$ cat config.mk
export PLATFORM = sky130hd
export DESIGN_NAME = gthq_front
export DESIGN_NICKNAME = d
export VERILOG_FILES = /design/src/sv/gthq_pkg.sv /design/src/sv/gthq_front.sv
export SDC_FILE = /design/constraint.sdc
export NUM_CORES = 1
export LEC_CHECK = 0
export BUFFER_PORTS_ARGS = -buffer_cell sky130_fd_sc_hd__buf_2
export CAP_MARGIN = 20
export CORE_MARGIN = 2
export CORE_UTILIZATION = 51
export DETAILED_ROUTE_END_ITERATION = 8
export GPL_TIMING_DRIVEN = 0
export PLACE_DENSITY_LB_ADDON = 0.3
export SETUP_SLACK_MARGIN = 0.02
export SYNTH_ARGS = -nofsm -noshare
export SYNTH_HDL_FRONTEND = slang
export SYNTH_SLANG_ARGS = --single-unit
$ cat constraint.sdc
create_clock -name i_clk -period 10 [get_ports i_clk]
set_input_delay 2 -clock i_clk [delete_from_list [all_inputs] [get_ports i_clk]]
set_output_delay 2 -clock i_clk [all_outputs]
set_load 0.05 [all_outputs]
$ cat src/sv/gthq_pkg.sv
// Shared types, widths and codes for the grid triangle height query core.
`default_nettype none

package gthq_pkg;

    localparam int MAX_CELLS   = 64;
    localparam int IDX_W       = (MAX_CELLS > 1) ? $clog2(MAX_CELLS) : 1;
    localparam int STORE_CELLS = MAX_CELLS * MAX_CELLS;
    localparam int CELL_AW     = (STORE_CELLS > 1) ? $clog2(STORE_CELLS) : 1;

    localparam int CNT_W    = 7;
    localparam int NC_W     = (CNT_W > IDX_W + 1) ? CNT_W : IDX_W + 1;
    localparam int W_W      = 24;
    localparam int POS_W    = 32;
    localparam int H_W      = 32;
    localparam int CIDX_W   = 12;
    localparam int CORNER_W = 2;
    localparam int CORNERS  = 4;

    // corner bank numbers
    localparam int CORNER_X0Z0 = 0;
    localparam int CORNER_X0Z1 = 1;
    localparam int CORNER_X1Z0 = 2;
    localparam int CORNER_X1Z1 = 3;

    localparam int OFS_W  = POS_W + 1;        // origin-relative offset
    localparam int FAC_W  = W_W + 1;          // in-cell offset / weight
    localparam int DIF_W  = H_W + 1;          // corner height difference
    localparam int LO_W   = 16;               // low slice of a difference
    localparam int HI_W   = DIF_W - LO_W;
    localparam int PP_W   = HI_W + FAC_W;     // partial product
    localparam int PROD_W = DIF_W + FAC_W;    // full product
    localparam int DQ_W   = 34;               // divider quotient bits
    localparam int DD_W   = PROD_W - 1;       // divider dividend magnitude
    localparam int SUM_W  = DQ_W + 2;         // final height sum

    localparam int QDEPTH = 4;
    localparam int QP_W   = $clog2(QDEPTH);
    localparam int QC_W   = QP_W + 1;

    typedef enum logic {
        OP_WRITE = 1'b0,
        OP_QUERY = 1'b1
    } t_op;

    typedef enum logic [1:0] {
        CFG_CELL_COUNT = 2'd0,
        CFG_CELL_WIDTH = 2'd1,
        CFG_ORIGIN_X   = 2'd2,
        CFG_ORIGIN_Z   = 2'd3
    } t_cfg_idx;

    typedef struct packed {
        logic [CNT_W-1:0]        cell_count;
        logic [W_W-1:0]          cell_width;
        logic signed [POS_W-1:0] origin_x;
        logic signed [POS_W-1:0] origin_z;
    } t_cfg;

    typedef struct packed {
        t_op                     op;
        logic signed [OFS_W-1:0] rx;
        logic signed [OFS_W-1:0] rz;
        logic [CIDX_W-1:0]       cell_idx;
        logic [CORNER_W-1:0]     corner;
        logic [H_W-1:0]          data;
    } t_item;

endpackage

`default_nettype wire

$ cat src/sv/gthq_front.sv
// Input side: takes items, forms origin-relative offsets, queues them.
`default_nettype none

module gthq_front import gthq_pkg::*; (
    input  wire logic                    i_clk,
    input  wire logic                    i_rst_n,
    input  wire t_cfg                    i_cfg,
    input  wire logic                    i_valid,
    output logic                         o_ready,
    input  wire logic                    i_op,
    input  wire logic signed [POS_W-1:0] i_x_pos,
    input  wire logic signed [POS_W-1:0] i_z_pos,
    input  wire logic [CIDX_W-1:0]       i_cell_index,
    input  wire logic [CORNER_W-1:0]     i_corner,
    input  wire logic signed [H_W-1:0]   i_corner_height,
    input  wire logic                    i_pop,
    output logic                         o_q_valid,
    output t_item                        o_q_item
);

    t_item            r_mem [QDEPTH];
    logic [QP_W-1:0]  r_wp;
    logic [QP_W-1:0]  r_rp;
    logic [QC_W-1:0]  r_cnt;
    t_item            n_item;
    logic             push;
    logic             pop;

    assign o_ready   = r_cnt != QC_W'(QDEPTH);
    assign o_q_valid = r_cnt != '0;
    assign o_q_item  = r_mem[r_rp];
    assign push      = i_valid && o_ready;
    assign pop       = i_pop && o_q_valid;

    always_comb begin
        n_item.op       = t_op'(i_op);
        n_item.rx       = OFS_W'(i_x_pos) - OFS_W'(i_cfg.origin_x);
        n_item.rz       = OFS_W'(i_z_pos) - OFS_W'(i_cfg.origin_z);
        n_item.cell_idx = i_cell_index;
        n_item.corner   = i_corner;
        n_item.data     = i_corner_height;
    end

    always_ff @(posedge i_clk) begin
        if (push) begin
            r_mem[r_wp] <= n_item;
        end
    end

    always_ff @(posedge i_clk) begin
        if (!i_rst_n) begin
            r_wp  <= '0;
            r_rp  <= '0;
            r_cnt <= '0;
        end else begin
            if (push) begin
                r_wp <= r_wp + QP_W'(1);
            end
            if (pop) begin
                r_rp <= r_rp + QP_W'(1);
            end
            case ({push, pop})
                2'b10:   r_cnt <= r_cnt + QC_W'(1);
                2'b01:   r_cnt <= r_cnt - QC_W'(1);
                default: r_cnt <= r_cnt;
            endcase
        end
    end

endmodule

`default_nettype wire

# Word level (Yosys, flattened, before mapping)

Memory sizes are Yosys's and may differ from the RTL's. A register that Yosys moved wholly into a read port is not among the register bits.
Index checks and enable logic that the tools add are counted.

Mux-type cells: 5
Add/subtract/negate cells: 6
Reduce and logical (&&, ||, !) cells: 4
Equal/unequal tests: 3

Operators with widths:

| cell                | count |
|---|---|
| $sub 32x32->33      | 2 |
| $pmux 3 s2          | 1 |
| $add 2x1->2 const B | 2 |
| $mux 2              | 2 |
| $add 3x1->3 const B | 1 |
| $ne 3x3->1 const B  | 1 |
| $reduce_bool 3->1   | 1 |
| $sub 3x1->3 const B | 1 |
| $eq 2x1->1 const B  | 1 |
| $eq 2x2->1 const B  | 1 |
| $logic_and 1x1->1   | 2 |
| $mux 1              | 2 |
| $reduce_bool 2->1   | 1 |

Input bits: 210
Memories kept: 1
Register bits: 7
Memory bits (writable): 452
Output and inout bits: 115

Memories:

| memory | depth | bits a word | read ports | clocked after Yosys merged registers in | write ports | RTL line         | RTL |
|---|---|---|---|---|---|---|---|
| r_mem  | 4     | 113         | 1          | 1                                       | 1           | gthq_front.sv:21 | `t_item r_mem [QDEPTH];` |

# Depth between registers and ports, before layout

Depth in word-level cells: 4
Gate-level depth with buffers: 11
Mapped depth without buffers: 11

# Least setup slack after synthesis

OpenSTA, ideal clock, no wires.

Kind: input to register
Start point: in i_valid
End point: mem r_mem[0][0] (netlist bit), enable pin
Required time: 9.514 ns
Library setup time: 0.486 ns
Setup slack: 4.869 ns
Buffers on the path: 0
Cell stages on the path: 1
Arrival: 4.645 ns
Cell sequence: and3_1

Cells in the longest elaborated chain, start to end: 3

RTL lines:

| item                         | RTL line         | RTL |
|---|---|---|
| from (decl)                  | gthq_front.sv:8  | `input wire logic i_valid,` |
| $logic_and 1x1->1            | gthq_front.sv:32 | `assign push = i_valid && o_ready;` |
| $mux 1                       | gthq_front.sv:45 | `if (push) begin` |
| $mux 1 (implied by the code) | gthq_front.sv:46 | `r_mem[r_wp] <= n_item;` |
| to (decl)                    | gthq_front.sv:21 |  |

Every way passes these cells.

==> flow_summary.toml <==
[timing]
hold_viol = 0
setup-tns-final_ps = 0
setup_viol = 0
fmax_ghz = 0.192
drv_slew = 0
worst_pin_slew_ps = 923
finClkSkew_ps = 22.5
fin_crit_sh_pct = 52.0
rsz0062_at_grt = "false"
fin_crit_ps = 5200
slew_headroom_pct = 38.5
fin_ws_ps = 4800

[worst_setup_path]
path_max_fanout = 10
critPathKind = "register to primary output"
cpMostUsedCell = "buf_2"
r2r_start = "r_cnt[0]"
critPathTopFamily = "buffers and inverters"
startpoint_type = "register"
end_kind = "primary output"
cp.required_ps = 8000
cp_num_buf_inv = 4
cpPeakStageDelay_ps = 720
crit_arrival_ps = 3200
critical_path.slowest_cell = "buf_1"
cp_cell_sequence = "clkbuf_1, buf_2, buf_1, mux4_2, buf_2"

[detailed_routing]
wl_per_cell_um = 20.8
dr.first_iter.drc_count = 669
num_vias = 11700
drcViolationCount = 0
drtPass1Iterations = 5
postRouteAntennaNets = 0
vias_per_cell = 5.61
wl_um = 43200

[die]
initial_core_util_pct = 52.0
num_rows = 72
io_pins = 325
die_h_um = 203
core-area_um2 = 38900
die-area_um2 = 41300
die_w_um = 203

[yosys]
avgSynthCellArea_um2 = 17.2
synth_ff_type = "edfxtp_1"
yosys_warnings = 0
syn_nets = 1455
netlist_instances = 1173
ys_types = 59
syn_area_um2 = 20200
synth_edf_count = 452
ys_seq_area_share_pct = 68.0
synth_seq_cells = 461
ys_async_sr_fraction_pct = 0

[pwr]
p_int_uw = 4030
ir_drop_mv = 0.184
leakage_uw = 0.00880
pwr-share-comb_pct = 35.0
switching_share_pct = 36.1
p_seq_share_pct = 39.2
power_density_nw_per_um2 = 262
fin_total_pwr_uw = 6300
clkPwrFrac_pct = 25.8
p_switching_uw = 2270

[global_routing]
antenna_found_initial = 4
grt_pass1_vias = 12000
grt_overflow = 0
grt_use_total_pct = 21.0
met2_usage_pct = 35.7
grt_pass1_wl_um = 66200
top_usage_layer = "met2"
grt_start_max_net_pins = 53
use_met3_pct = 5.87
grtUsageMet1_pct = 26.7

[placement]
placed_cells = 1992
pre_cts_ws_ps = 4960
dp.final_hpwl_um = 28900
place_congestion = 0.905
port_buffers = 293

[clocking]
cts_tree = "built"
cts_inserted_buffers = 47
htree_levels = 2
post_cts.repair.setup_buffers = 0
cts.sinks = 461
clk_pin_slew_worst_paths_ps = 60
post_cts_resized = 0
clock-root-buffer = "clkbuf_16"
clkLatencyLatePin_ps = 580
clock_path_buffers = 3
holdBufCountCts = 0

[final_layout]
finalNetCount = 1805
final_cells = 2079
fin_util_pct = 61.7
drive_gt1_share_pct = 31.4
area.growth.synth_to_final_pct = 18.7

[job]
drv_cap = 0

[worst_hold_path]
hold_path_startpoint = "r_wp[1]"
hp-class = "register to register"

[outcome]
outcome = "complete, no violations"
==> state kept, by name, indices dropped and copies added (netlist names), named ones only <==
register and cells:
r_cnt 3, r_mem 452, r_rp 2, r_wp 2
==> stage by stage <==
| step | instance area [um^2] | hold slack [ps] |
|---|---|---|
| after detailed placement | 22600 | 510 |
| after global placement | 22300 | 490 |
| after global routing | 24000 | 545 |
| final | 24000 | 514 |
| after CTS | 24000 | 518 |
| after floorplan | 20200 | 472 |
==> cell type report <==
type                            instances  area [um^2]
Multi-Input combinational cell        587         6010
Timing Repair Buffer                  301         1690
Tap cell                              518          648
Buffer                                 39          151
Fill cell                            2879        14900
Sequential cell                       461        13800
Clock inverter                         26          185
Antenna cell                            2         5.00
Clock buffer                           59         1240
Inverter                               86          323
==> cells in the final DEF, fill, tap and decap left out, types with 7 or more instances in the layout <==
cell / synthesis / layout
a31oi_1: 7 / 7
buf_1: 12 / 12
dfxtp_1: 9 / 9
nor2b_1: 8 / 8
ha_1: 69 / 69
buf_16: 0 / 8
nand2_1: 39 / 39
nand4_1: 8 / 8
a21oi_1: 71 / 71
a21o_1: 29 / 29
clkinv_1: 0 / 15
nand3_1: 10 / 10
edfxtp_1: 452 / 452
nand2b_1: 9 / 9
mux4_2: 113 / 113
xnor2_1: 41 / 41
nor2_1: 28 / 28
and2_1: 10 / 10
o21ai_1: 13 / 13
clkbuf_1: 23 / 34
inv_1: 86 / 86
xor2_1: 21 / 21
clkbuf_16: 0 / 48
o21ai_0: 25 / 25
buf_2: 4 / 297
o21a_1: 10 / 10
==> per-layer routing <==
metal,vias up,wire [um]
met5,-,24
met4,4,701
met3,59,3330
met2,363,21800
met1,5888,17300
li1,5345,-
==> logic make-up after synthesis <==
kind of cell	Yosys count	synth area share, %
buffers and inverters	125	2.34
multiplexers	113	12.6
adder cells (fa/ha/maj)	72	4.57
AO/OA/AOI/OAI	203	6.37
XOR/XNOR	62	2.69
flip-flops	461	68.0
AND/OR/NAND/NOR	137	3.44
==> power groups by stage <==
stage	clock, uW	sequential (uW)	combinational [uW]
after floorplan	0	2510	1680
after CTS	1660	2470	2240
after detailed placement	0	2500	2230
final	1630	2470	2200
after global routing	1730	2480	2340
after global placement	0	2530	2170
==> worst register-to-register path: cells and delay by family, from the launching register on <==
kind,cells,cell delay (ps)
simple gates,3,760
fa+ha+maj,2,560
flops,1,340
buf+inv,3,270
compound gates,1,160
xor+xnor,1,150
==> final timing paths <==
path / end / slack (ps) / depth (start not counted)
hold reg to reg: r_wp[1] / 510 / 2
hold / removal: r_wp[1] / 510 / 2
setup reg to reg: r_cnt[2] / 7700 / 10
setup / recovery: o_q_item[61] / 4800 / 5
==> synthesized netlist by cell type (all sizes together) (4+ instances only) <==
library cell  count  share of area (%)
mux4            113                 13
inv              86                1.6
edfxtp          452                 67
nand2b           10               0.35
nand3            10               0.25
a21oi            71                1.8
clkbuf           23               0.43
nor2b             8               0.25
a21o             29                1.1
nor2             28               0.52
and2             10               0.31
xor2             21               0.91
a31oi             8               0.28
nand2            39               0.72
dfxtp             9               0.89
o21a             10               0.37
ha               69                4.3
a21boi            5               0.19
xnor2            41                1.8
o211ai            5               0.19
buf              16               0.32
nand4             8               0.25
and3              9               0.28
o21bai            4               0.15
o21ai            39               0.98
No activity file was read; power rests on OpenSTA's default activity.
